## config.mk

```make
export PLATFORM = sky130hd
export DESIGN_NAME = ngram_row_index_hash_top
export DESIGN_NICKNAME = d
export VERILOG_FILES = /design/src/hw/rtl/ngr_pkg.sv /design/src/hw/rtl/ngr_ram.sv /design/src/hw/rtl/ngr_mul.sv /design/src/hw/rtl/ngr_div.sv /design/src/hw/rtl/ngram_row_index_hash_top.sv
export VERILOG_INCLUDE_DIRS = /design/src /design/src/hw/rtl
export SDC_FILE = /design/constraint.sdc
export NUM_CORES = 2
export LEC_CHECK = 0
export BUFFER_PORTS_ARGS = -buffer_cell sky130_fd_sc_hd__buf_2
export CAP_MARGIN = 20
export CORE_UTILIZATION = 55
export DETAILED_ROUTE_END_ITERATION = 8
export PLACE_DENSITY_LB_ADDON = 0.15
export SLEW_MARGIN = 40
export SYNTH_ARGS = -nofsm -noshare
export SYNTH_HDL_FRONTEND = slang
export SYNTH_SLANG_ARGS = --single-unit
export TNS_END_PERCENT = 100
```

## constraint.sdc

```tcl
create_clock -name clk -period 8.2 [get_ports clk]
set_clock_uncertainty 0.05 [all_clocks]
set_input_delay 0 -clock clk [delete_from_list [all_inputs] [get_ports clk]]
set_output_delay 0 -clock clk [all_outputs]
set_load 0.1 [all_outputs]
```

## src/hw/rtl/ngram_row_index_hash_top_assert.svh

```systemverilog
// assertion macros for the ngram row index hash block
// both expect signals named clk and arst_n in the calling scope
`ifndef NGRAM_ROW_INDEX_HASH_TOP_ASSERT_SVH
`define NGRAM_ROW_INDEX_HASH_TOP_ASSERT_SVH

// same-cycle implication
`define NGR_ASSERT_IMP(label, ante, cons) \
	label: assert property (@(posedge clk) disable iff (!arst_n) (ante) |-> (cons)) \
		else $error("ngram hash check failed");

// next-cycle implication
`define NGR_ASSERT_NEXT(label, ante, cons) \
	label: assert property (@(posedge clk) disable iff (!arst_n) (ante) |=> (cons)) \
		else $error("ngram hash check failed");

`endif

```

## src/hw/rtl/ngr_pkg.sv

```systemverilog
package ngr_pkg;

	localparam int TOKEN_W    = 32;
	localparam int MOD_W      = 32;
	localparam int MULT_W     = 63;
	localparam int HASH_W     = 64;
	localparam int HEAD_OUT_W = 4;
	localparam int SEL_W      = 4;
	localparam int CFG_ADDR_W = 8;
	localparam int CFG_DATA_W = 64;

	localparam int unsigned BIGRAM_HEADS = 8;
	localparam logic [1:0]  CONTEXT_MAX  = 2'd2;

	localparam logic OP_LOAD = 1'b0;
	localparam logic OP_HASH = 1'b1;

	localparam logic [CFG_ADDR_W-1:0] CFG_END_TOKEN       = 8'd0;
	localparam logic [CFG_ADDR_W-1:0] CFG_MULT_CURRENT    = 8'd1;
	localparam logic [CFG_ADDR_W-1:0] CFG_MULT_PREVIOUS   = 8'd2;
	localparam logic [CFG_ADDR_W-1:0] CFG_MULT_BEFORE_PREV = 8'd3;

	// status of a serial arithmetic unit
	typedef struct packed {
		logic busy;
		logic done;
	} unit_sts_t;

endpackage

```

## src/hw/rtl/ngr_ram.sv

```systemverilog
module ngr_ram #(
	parameter int WIDTH = 68,
	parameter int DEPTH = 16
) (
	input  logic                     clk,
	input  logic                     we,
	input  logic [$clog2(DEPTH)-1:0] waddr,
	input  logic [WIDTH-1:0]         wdata,
	input  logic                     re,
	input  logic [$clog2(DEPTH)-1:0] raddr,
	output logic [WIDTH-1:0]         rdata
);

	logic [WIDTH-1:0] mem_q [DEPTH];

	always_ff @(posedge clk) begin
		if (we) begin
			mem_q[waddr] <= wdata;
		end
		if (re) begin
			rdata <= mem_q[raddr];
		end
	end

endmodule

```

## src/hw/rtl/ngr_mul.sv

```systemverilog
module ngr_mul
	import ngr_pkg::*;
(
	input  logic              clk,
	input  logic              arst_n,
	input  logic              start,
	input  logic [TOKEN_W-1:0] a,
	input  logic [MULT_W-1:0]  b,
	output unit_sts_t         sts,
	output logic [HASH_W-1:0] product
);

	localparam int CNT_W = $clog2(TOKEN_W);

	logic             busy_q;
	logic             done_q;
	logic [CNT_W-1:0] cnt_q;
	logic [TOKEN_W-1:0] a_q;
	logic [HASH_W-1:0]  b_q;
	logic [HASH_W-1:0]  acc_q;

	// one multiplier bit per cycle, product kept modulo 2^64
	always_ff @(posedge clk or negedge arst_n) begin
		if (!arst_n) begin
			busy_q <= 1'b0;
			done_q <= 1'b0;
			cnt_q  <= '0;
		end else begin
			done_q <= 1'b0;
			if (start) begin
				busy_q <= 1'b1;
				cnt_q  <= '0;
			end else if (busy_q) begin
				cnt_q <= cnt_q + 1'b1;
				if (cnt_q == CNT_W'(TOKEN_W - 1)) begin
					busy_q <= 1'b0;
					done_q <= 1'b1;
				end
			end
		end
	end

	always_ff @(posedge clk) begin
		if (start) begin
			a_q   <= a;
			b_q   <= HASH_W'(b);
			acc_q <= '0;
		end else if (busy_q) begin
			if (a_q[0]) begin
				acc_q <= acc_q + b_q;
			end
			a_q <= a_q >> 1;
			b_q <= b_q << 1;
		end
	end

	assign sts.busy = busy_q;
	assign sts.done = done_q;
	assign product  = acc_q;

endmodule

```

## src/hw/rtl/ngr_div.sv

```systemverilog
module ngr_div
	import ngr_pkg::*;
(
	input  logic              clk,
	input  logic              arst_n,
	input  logic              start,
	input  logic [HASH_W-1:0] dividend,
	input  logic [MOD_W-1:0]  divisor,
	output unit_sts_t         sts,
	output logic [MOD_W-1:0]  rem
);

	localparam int CNT_W = $clog2(HASH_W);

	typedef enum logic [1:0] {
		DV_IDLE,
		DV_SHIFT,
		DV_FIX
	} dv_state_t;

	dv_state_t        state_q;
	logic             done_q;
	logic [CNT_W-1:0] cnt_q;
	logic             neg_q;
	logic [HASH_W-1:0] dvd_q;
	logic [MOD_W-1:0]  dsr_q;
	logic [MOD_W-1:0]  rem_q;

	logic [MOD_W:0] trial;
	logic           fits;
	logic [MOD_W:0] diff;

	assign trial = {rem_q, dvd_q[HASH_W-1]};
	assign fits  = trial >= {1'b0, dsr_q};
	assign diff  = trial - {1'b0, dsr_q};

	always_ff @(posedge clk or negedge arst_n) begin
		if (!arst_n) begin
			state_q <= DV_IDLE;
			done_q  <= 1'b0;
			cnt_q   <= '0;
		end else begin
			done_q <= 1'b0;
			unique case (state_q)
				DV_IDLE: begin
					if (start) begin
						state_q <= DV_SHIFT;
						cnt_q   <= '0;
					end
				end
				DV_SHIFT: begin
					cnt_q <= cnt_q + 1'b1;
					if (cnt_q == CNT_W'(HASH_W - 1)) begin
						state_q <= DV_FIX;
					end
				end
				DV_FIX: begin
					state_q <= DV_IDLE;
					done_q  <= 1'b1;
				end
				default: state_q <= DV_IDLE;
			endcase
		end
	end

	// restoring division on the magnitude, one quotient bit per cycle
	always_ff @(posedge clk) begin
		unique case (state_q)
			DV_IDLE: begin
				if (start) begin
					neg_q <= dividend[HASH_W-1];
					dvd_q <= dividend[HASH_W-1] ? (~dividend + 1'b1) : dividend;
					dsr_q <= divisor;
					rem_q <= '0;
				end
			end
			DV_SHIFT: begin
				rem_q <= fits ? diff[MOD_W-1:0] : trial[MOD_W-1:0];
				dvd_q <= dvd_q << 1;
			end
			DV_FIX: begin
				// zero divisor gives zero, negative hash folds to the positive side
				if (dsr_q == '0) begin
					rem_q <= '0;
				end else if (neg_q && (rem_q != '0)) begin
					rem_q <= dsr_q - rem_q;
				end
			end
			default: ;
		endcase
	end

	assign sts.busy = (state_q != DV_IDLE);
	assign sts.done = done_q;
	assign rem      = rem_q;

endmodule

```

## src/hw/rtl/ngram_row_index_hash_top.sv

```systemverilog
// n-gram row index hash
// input stream (s_*): one request per beat. s_tuser is the op: a load request writes one
// head's modulus and row offset, a hash request carries a token. a load gives no result;
// a load to a head at or above HEADS is dropped.
// output stream (m_*): each hash request gives HEADS results in head order, the head
// number on m_tuser, the row id on m_tdata, m_tlast on the final head.
// a hash request holds s_tready low until its last result is loaded: three bit-serial
// products of 32 steps each (plus start and done) build the bigram and trigram hashes,
// then each head takes a table read, start, 64 remainder steps, sign fix, done and
// output load.
// s_tready is high only while the sequencer is idle; the last result may still sit in
// the output register while the next request is taken.
// a stall on m_tready holds the current result and pauses the sequencer before the
// next result is loaded; nothing is dropped.
// configuration (cfg_*) writes the end token and the three multipliers, always ready;
// write it only while the block is idle.
// reset clears the context, sets the end token to 0 and the multipliers to 1; head
// tables hold nothing until loaded.
`include "ngram_row_index_hash_top_assert.svh"

module ngram_row_index_hash_top
	import ngr_pkg::*;
#(
	parameter int HEADS    = 16,
	parameter int ROW_BITS = 36
) (
	input  logic clk,
	input  logic arst_n,

	input  logic                  s_tvalid,
	output logic                  s_tready,
	// head_sel, modulus, row_offset, token, zero pad
	input  logic [((SEL_W+MOD_W+ROW_BITS+TOKEN_W+7)/8)*8-1:0] s_tdata,
	// op
	input  logic                  s_tuser,

	output logic                  m_tvalid,
	input  logic                  m_tready,
	// row_id, zero pad
	output logic [((ROW_BITS+7)/8)*8-1:0] m_tdata,
	// head_out
	output logic [HEAD_OUT_W-1:0] m_tuser,
	output logic                  m_tlast,

	input  logic                  cfg_valid,
	output logic                  cfg_ready,
	input  logic [CFG_ADDR_W-1:0] cfg_addr,
	input  logic [CFG_DATA_W-1:0] cfg_data
);

	localparam int HW       = $clog2(HEADS);
	localparam int M_DATA_W = ((ROW_BITS + 7) / 8) * 8;
	localparam int MOD_LO   = SEL_W;
	localparam int OFF_LO   = SEL_W + MOD_W;
	localparam int TOK_LO   = SEL_W + MOD_W + ROW_BITS;
	localparam int ENTRY_W  = MOD_W + ROW_BITS;
	localparam int SUM_W    = (ROW_BITS > MOD_W) ? ROW_BITS : MOD_W;

	typedef enum logic [2:0] {
		ST_IDLE,
		ST_MUL_GO,
		ST_MUL_RUN,
		ST_RD,
		ST_DIV_GO,
		ST_DIV_RUN,
		ST_OUT
	} state_t;

	state_t state_q;

	logic [TOKEN_W-1:0] end_token_q;
	logic [MULT_W-1:0]  mult_cur_q;
	logic [MULT_W-1:0]  mult_prev_q;
	logic [MULT_W-1:0]  mult_far_q;

	logic [TOKEN_W-1:0] prev_near_q;
	logic [TOKEN_W-1:0] prev_far_q;
	logic [1:0]         ctx_cnt_q;

	logic [TOKEN_W-1:0] tok_q;
	logic [TOKEN_W-1:0] near_q;
	logic [TOKEN_W-1:0] far_q;
	logic [1:0]         mul_idx_q;
	logic [HASH_W-1:0]  h1_q;
	logic [HASH_W-1:0]  h2_q;
	logic [HW-1:0]      head_q;
	logic [ROW_BITS-1:0] offset_q;

	logic                  m_tvalid_q;
	logic [ROW_BITS-1:0]   row_q;
	logic [HEAD_OUT_W-1:0] head_out_q;
	logic                  last_q;

	logic [SEL_W-1:0]    in_sel;
	logic [MOD_W-1:0]    in_modulus;
	logic [ROW_BITS-1:0] in_offset;
	logic [TOKEN_W-1:0]  in_token;
	logic                in_accept;
	logic                hash_end_req;

	assign in_sel     = s_tdata[MOD_LO-1:0];
	assign in_modulus = s_tdata[OFF_LO-1:MOD_LO];
	assign in_offset  = s_tdata[TOK_LO-1:OFF_LO];
	assign in_token   = s_tdata[TOK_LO+TOKEN_W-1:TOK_LO];
	assign in_accept  = s_tvalid && s_tready;

	assign hash_end_req = in_accept && (s_tuser == OP_HASH) && (in_token == end_token_q);

	assign s_tready  = (state_q == ST_IDLE);
	assign cfg_ready = 1'b1;

	// head table: {row offset, modulus}
	logic               ram_we;
	logic [HW-1:0]      ram_waddr;
	logic [ENTRY_W-1:0] ram_wdata;
	logic [ENTRY_W-1:0] ram_rdata;

	assign ram_we    = in_accept && (s_tuser == OP_LOAD) && ({28'd0, in_sel} < HEADS);
	assign ram_waddr = HW'(in_sel);
	assign ram_wdata = {in_offset, in_modulus};

	ngr_ram #(
		.WIDTH(ENTRY_W),
		.DEPTH(HEADS)
	) u_head_ram (
		.clk  (clk),
		.we   (ram_we),
		.waddr(ram_waddr),
		.wdata(ram_wdata),
		.re   (state_q == ST_RD),
		.raddr(head_q),
		.rdata(ram_rdata)
	);

	// serial multiplier, shared by the three products
	unit_sts_t          mul_sts;
	logic [TOKEN_W-1:0] mul_a;
	logic [MULT_W-1:0]  mul_b;
	logic [HASH_W-1:0]  mul_p;

	always_comb begin
		case (mul_idx_q)
			2'd0: begin
				mul_a = tok_q;
				mul_b = mult_cur_q;
			end
			2'd1: begin
				mul_a = near_q;
				mul_b = mult_prev_q;
			end
			default: begin
				mul_a = far_q;
				mul_b = mult_far_q;
			end
		endcase
	end

	ngr_mul u_mul (
		.clk    (clk),
		.arst_n (arst_n),
		.start  (state_q == ST_MUL_GO),
		.a      (mul_a),
		.b      (mul_b),
		.sts    (mul_sts),
		.product(mul_p)
	);

	// serial remainder unit, one head at a time
	unit_sts_t         div_sts;
	logic [HASH_W-1:0] div_hash;
	logic [MOD_W-1:0]  div_rem;

	assign div_hash = (32'(head_q) < BIGRAM_HEADS) ? h1_q : h2_q;

	ngr_div u_div (
		.clk     (clk),
		.arst_n  (arst_n),
		.start   (state_q == ST_DIV_GO),
		.dividend(div_hash),
		.divisor (ram_rdata[MOD_W-1:0]),
		.sts     (div_sts),
		.rem     (div_rem)
	);

	logic [SUM_W-1:0] row_sum;
	logic [4:0]       head_wide;
	logic             out_free;

	assign row_sum   = SUM_W'(div_rem) + SUM_W'(offset_q);
	assign head_wide = 5'(head_q);
	assign out_free  = !m_tvalid_q || m_tready;

	// configuration registers
	always_ff @(posedge clk or negedge arst_n) begin
		if (!arst_n) begin
			end_token_q <= '0;
			mult_cur_q  <= MULT_W'(1);
			mult_prev_q <= MULT_W'(1);
			mult_far_q  <= MULT_W'(1);
		end else if (cfg_valid && cfg_ready) begin
			unique case (cfg_addr)
				CFG_END_TOKEN:        end_token_q <= cfg_data[TOKEN_W-1:0];
				CFG_MULT_CURRENT:     mult_cur_q  <= cfg_data[MULT_W-1:0];
				CFG_MULT_PREVIOUS:    mult_prev_q <= cfg_data[MULT_W-1:0];
				CFG_MULT_BEFORE_PREV: mult_far_q  <= cfg_data[MULT_W-1:0];
				default: ;
			endcase
		end
	end

	// sequencer, context and output register
	always_ff @(posedge clk or negedge arst_n) begin
		if (!arst_n) begin
			state_q     <= ST_IDLE;
			prev_near_q <= '0;
			prev_far_q  <= '0;
			ctx_cnt_q   <= '0;
			mul_idx_q   <= '0;
			head_q      <= '0;
			m_tvalid_q  <= 1'b0;
		end else begin
			if ((state_q == ST_OUT) && out_free) begin
				m_tvalid_q <= 1'b1;
			end else if (m_tready) begin
				m_tvalid_q <= 1'b0;
			end
			unique case (state_q)
				ST_IDLE: begin
					if (in_accept && (s_tuser == OP_HASH)) begin
						// empty context slots read as the end token
						tok_q     <= in_token;
						near_q    <= (ctx_cnt_q >= 2'd1) ? prev_near_q : end_token_q;
						far_q     <= (ctx_cnt_q >= CONTEXT_MAX) ? prev_far_q : end_token_q;
						mul_idx_q <= '0;
						head_q    <= '0;
						state_q   <= ST_MUL_GO;
						if (in_token == end_token_q) begin
							prev_near_q <= '0;
							prev_far_q  <= '0;
							ctx_cnt_q   <= '0;
						end else begin
							prev_far_q  <= prev_near_q;
							prev_near_q <= in_token;
							if (ctx_cnt_q < CONTEXT_MAX) begin
								ctx_cnt_q <= ctx_cnt_q + 1'b1;
							end
						end
					end
				end
				ST_MUL_GO: begin
					state_q <= ST_MUL_RUN;
				end
				ST_MUL_RUN: begin
					if (mul_sts.done) begin
						mul_idx_q <= mul_idx_q + 1'b1;
						case (mul_idx_q)
							2'd0: begin
								h1_q    <= mul_p;
								state_q <= ST_MUL_GO;
							end
							2'd1: begin
								h1_q    <= h1_q ^ mul_p;
								state_q <= ST_MUL_GO;
							end
							default: begin
								h2_q    <= h1_q ^ mul_p;
								state_q <= ST_RD;
							end
						endcase
					end
				end
				ST_RD: begin
					state_q <= ST_DIV_GO;
				end
				ST_DIV_GO: begin
					offset_q <= ram_rdata[ENTRY_W-1:MOD_W];
					state_q  <= ST_DIV_RUN;
				end
				ST_DIV_RUN: begin
					if (div_sts.done) begin
						state_q <= ST_OUT;
					end
				end
				ST_OUT: begin
					if (out_free) begin
						row_q      <= row_sum[ROW_BITS-1:0];
						head_out_q <= head_wide[HEAD_OUT_W-1:0];
						last_q     <= (head_q == HW'(HEADS - 1));
						head_q     <= head_q + 1'b1;
						state_q    <= (head_q == HW'(HEADS - 1)) ? ST_IDLE : ST_RD;
					end
				end
				default: state_q <= ST_IDLE;
			endcase
		end
	end

	assign m_tvalid = m_tvalid_q;
	assign m_tdata  = M_DATA_W'(row_q);
	assign m_tuser  = head_out_q;
	assign m_tlast  = last_q;

	`NGR_ASSERT_IMP(a_units_exclusive, mul_sts.busy, !div_sts.busy)
	`NGR_ASSERT_IMP(a_idle_units_quiet, s_tready, !mul_sts.busy && !div_sts.busy)
	`NGR_ASSERT_NEXT(a_end_token_clears, hash_end_req, ctx_cnt_q == 2'd0)

endmodule
```

==> key figures <==
Run status
  • Status: completed

Detailed routing
  • Vias/cell: between 6 and 7
  • Via count: roughly 57000
  • DRC: 0
  • Routed Antenna Nets: 0
  • Drt wl/cell: ~24 µm
  • Final wirelength: ~230000 µm
  • Iter 0 DRT Violations: 5549
  • DRT Pass-1 Iters: 5

Worst setup path
  • CP startpoint kind: register
  • CP max stage delay: between 0.7 and 0.8 ns
  • Crit Path Category: reg -> reg
  • Critical path arrival: 4.97 ns
  • Flop-to-flop setup slack: ~3.8 ns
  • Critical Path, Cell by Cell: buf_4 -> mux2i_1 -> nand2b_1 -> or3b_1 -> or3_1 -> nor4_1 -> a21oi_1 -> xor2_1 -> o21ai_1
  • CP endpoint kind: register
  • CP Data Required Time: between 8 and 9 ns
  • Crit Path Max Fanout: 54
  • Worst Setup SP: head_q[3]$_DFFE_PN0P_
  • R2R depth: 9
  • CP max stage cell: dfrtp_4
  • FF-to-FF End: u_div.dvd_q[60]$_DFFE_PP_
  • Reg2Reg Launch Point: head_q[3]$_DFFE_PN0P_

Job
  • Max cap viols: 0

STA
  • Pin slew with the least headroom to its limit: roughly 0.90 ns
  • Max Slew Vio Count: 0
  • Fmax: approximately 220 MHz
  • Setup TNS: 0 ns
  • Slew HR: around 40%
  • Min Hold Slack: between 0.05 and 0.06 ns
  • Final Hold Fails: 0
  • Final setup vio count: 0
  • Setup ws final: approximately 3.8 ns
  • Fin crit share: between 50% and 60%
  • Setup repair after global routing missed its margin: no
  • Crit path time final: approximately 4.4 ns

Hold path
  • Worst hold start: cfg_addr[2]
  • Hold Path Sink: mult_cur_q[16]$_DFFE_PN0P_
  • Hold depth: 6
  • Worst Hold Class: in -> reg

Clock network
  • CTS H-tree depth: 4
  • Post-CTS Setup Repair Bufs: 0
  • Hold buffers post-CTS: 316
  • Reg clk slew, reported paths: 0.06 ns
  • TritonCTS buffer count: roughly 200
  • CTS sink cnt: 2059
  • Clk buf depth: 3
  • Post-CTS Resized: 0
  • CTS tree: done
  • Root Buffer: clkbuf_16
  • Clk_lat worst skew: 0.85 ns

Synth
  • Synth top cells by count: edfxtp_1 (1681), nand2_1 (621), mux2_2 (370)
  • Cell taking the most area after synthesis: edfxtp_1
  • Distinct cells, synth: a little under 100
  • Top cells by area, synth: edfxtp_1 (55%), dfrtp_1 (8.5%), mux2_2 (4.6%), mux4_2 (3.4%), mux2i_1 (3.1%)
  • Syn Inst Count: approximately 6500
  • Sequential share of the synthesized area: between 60% and 70%
  • #FFs+latches synth: 2059
  • Syn Area/Cell: about 14 µm²
  • Share of the synthesized area in the top cell type: about 55%
  • Synth warn: 0
  • Most common cell in the netlist: edfxtp_1
  • Commonest register cell after synthesis: edfxtp_1
  • Post-synth EDFFs: approximately 1700
  • Mapped Area: ~0.091 mm²
  • FFs w/ async S/R, synth: roughly 15%

Finish
  • Fin cells: ~9400
  • Fin util: approximately 64%
  • Nets: about 7300
  • Fraction of layout cells with a size suffix above 1: approximately 17%
  • Synth-to-layout area growth: 15.6%

Global routing
  • Global-route wire length before repair: 346000 µm
  • Largest net degree at the start of global routing: 179
  • Total gr overflow: 0
  • Number of global-route vias before repair: between 50000 and 60000
  • Antenna violations before repair: 40
  • Total GRT Usage: between 20 and 30%

Power
  • Worst VDD drop: 0.000226 V
  • PwrDens: 204 mW/mm²
  • Leakage: just over 40 nW

Die
  • Die X: around 410 µm
  • Die Area: about 0.17 mm²
  • Core area: roughly 0.16 mm²
  • Row Count: about 150
  • Die height: 409 µm
  • IO Pins: 230
  • Initial core utilization: between 50% and 60%

Place
  • Buffers on Ports: 223
  • Routability cong.: approximately 0.93
  • Placed Cells: 8635
  • Post-DP HPWL: roughly 140000 µm
  • Place WS: approximately 3.8 ns
state kept, by name (all words and copies together), names as in the netlist, 63 cells and up:
register and flops:
u_mul.b_q 64, u_head_ram.rdata 68, mult_prev_q 63, h1_q 64, u_head_ram.mem_q 1088, mult_cur_q 63
mult_far_q 63, h2_q 64, u_div.dvd_q 64, u_mul.product 64
critical path: cells and delay by family (launching register included):
| family | cells | cell delay, ns |
|---|---|---|
| AOI/OAI and AO/OA | 2 | 0.25 |
| xor gates and xnor gates | 1 | 0.16 |
| buffers and inverters | 1 | 0.63 |
| DFF | 1 | 0.72 |
| muxes | 1 | 0.37 |
| and+or+nand+nor | 4 | 1.89 |
area by class of cell:
type | count | area (µm²)
clock buffers | 264 | 5510
inverters | 124 | 465
flip-flops and latches | 2059 | 59600
multi-input cells | 3964 | 30000
repair buffers | 634 | 5340
diodes | 13 | 32.5
well taps | 2175 | 2720
fillers | 11900 | 58200
clock inverters | 122 | 1550
power by group:
part | internal (W) | switching, W | leakage (nW)
Combinational | 0.000193 | 0.000217 | 17.4
Sequential | 0.0113 | 0.0000351 | 19.9
Clock | 0.00571 | 0.00405 | 3.42
metrics by stage:
step,cell area [µm²],power (W)
floorplan,91100,0.0116
global placement,94600,0.0118
detailed placement,94800,0.0118
CTS,105000,0.0217
global route,105000,0.0221
finish,105000,0.0215
layer usage:
| layer | global-route usage (%) | up-vias | share of wire [%] |
|---|---|---|---|
| li1 | - | 25700 | - |
| met1 | 41.5 | 28700 | 45 |
| met2 | 40.6 | 2040 | 45 |
| met3 | 4.72 | 346 | 8.0 |
| met4 | 7.28 | 32 | 2.2 |
| met5 | 0 | - | 0.099 |
cells in the final DEF (no fill, tap or decap), types with 43 or more instances in the layout:
cell / count
edfxtp_1: 1681
nand2_1: 618
mux2_2: 370
a21oi_1: 368
dlygate4sd3_1: 314
dfrtp_1: 306
o21ai_0: 305
mux2i_1: 277
nor2_1: 265
buf_2: 223
clkbuf_16: 210
xnor2_1: 189
a22oi_1: 179
ha_1: 168
xor2_1: 163
mux4_2: 136
inv_1: 123
a31oi_1: 115
a21o_1: 79
a221oi_1: 76
dfxtp_1: 65
nor3_1: 60
nand3_1: 53
buf_4: 51
clkbuf_1: 47
nor2b_1: 43
logic make-up after synthesis:
group | count (synthesis) | share of synthesized area, %
flip-flops | 2059 | 65.5
AO/OA/AOI/OAI | 1363 | 9.43
AND/OR/NAND/NOR | 1284 | 6.31
multiplexers | 785 | 11.0
buffers and inverters | 450 | 1.93
XOR/XNOR | 352 | 3.39
adder cells (fa/ha/maj) | 175 | 2.44
other | 2 | 0.00825
worst max path at each step:
stage / endpoint / slack, ns / cells after the start
2_1_floorplan: u_head_ram.mem_q[1][0]$_DFFE_PP_ / 1.13 / 6
3_3_place_gp: u_div.rem[22]$_DFFE_PP_ / 3.85 / 12
3_5_place_dp: u_div.dvd_q[60]$_DFFE_PP_ / 3.84 / 9
4_1_cts: u_div.dvd_q[60]$_DFFE_PP_ / 3.82 / 9
5_1_grt: u_div.rem[5]$_DFFE_PP_ / 3.60 / 12
6_report: u_div.dvd_q[60]$_DFFE_PP_ / 3.75 / 9
Power figures use the tool's default switching activity.
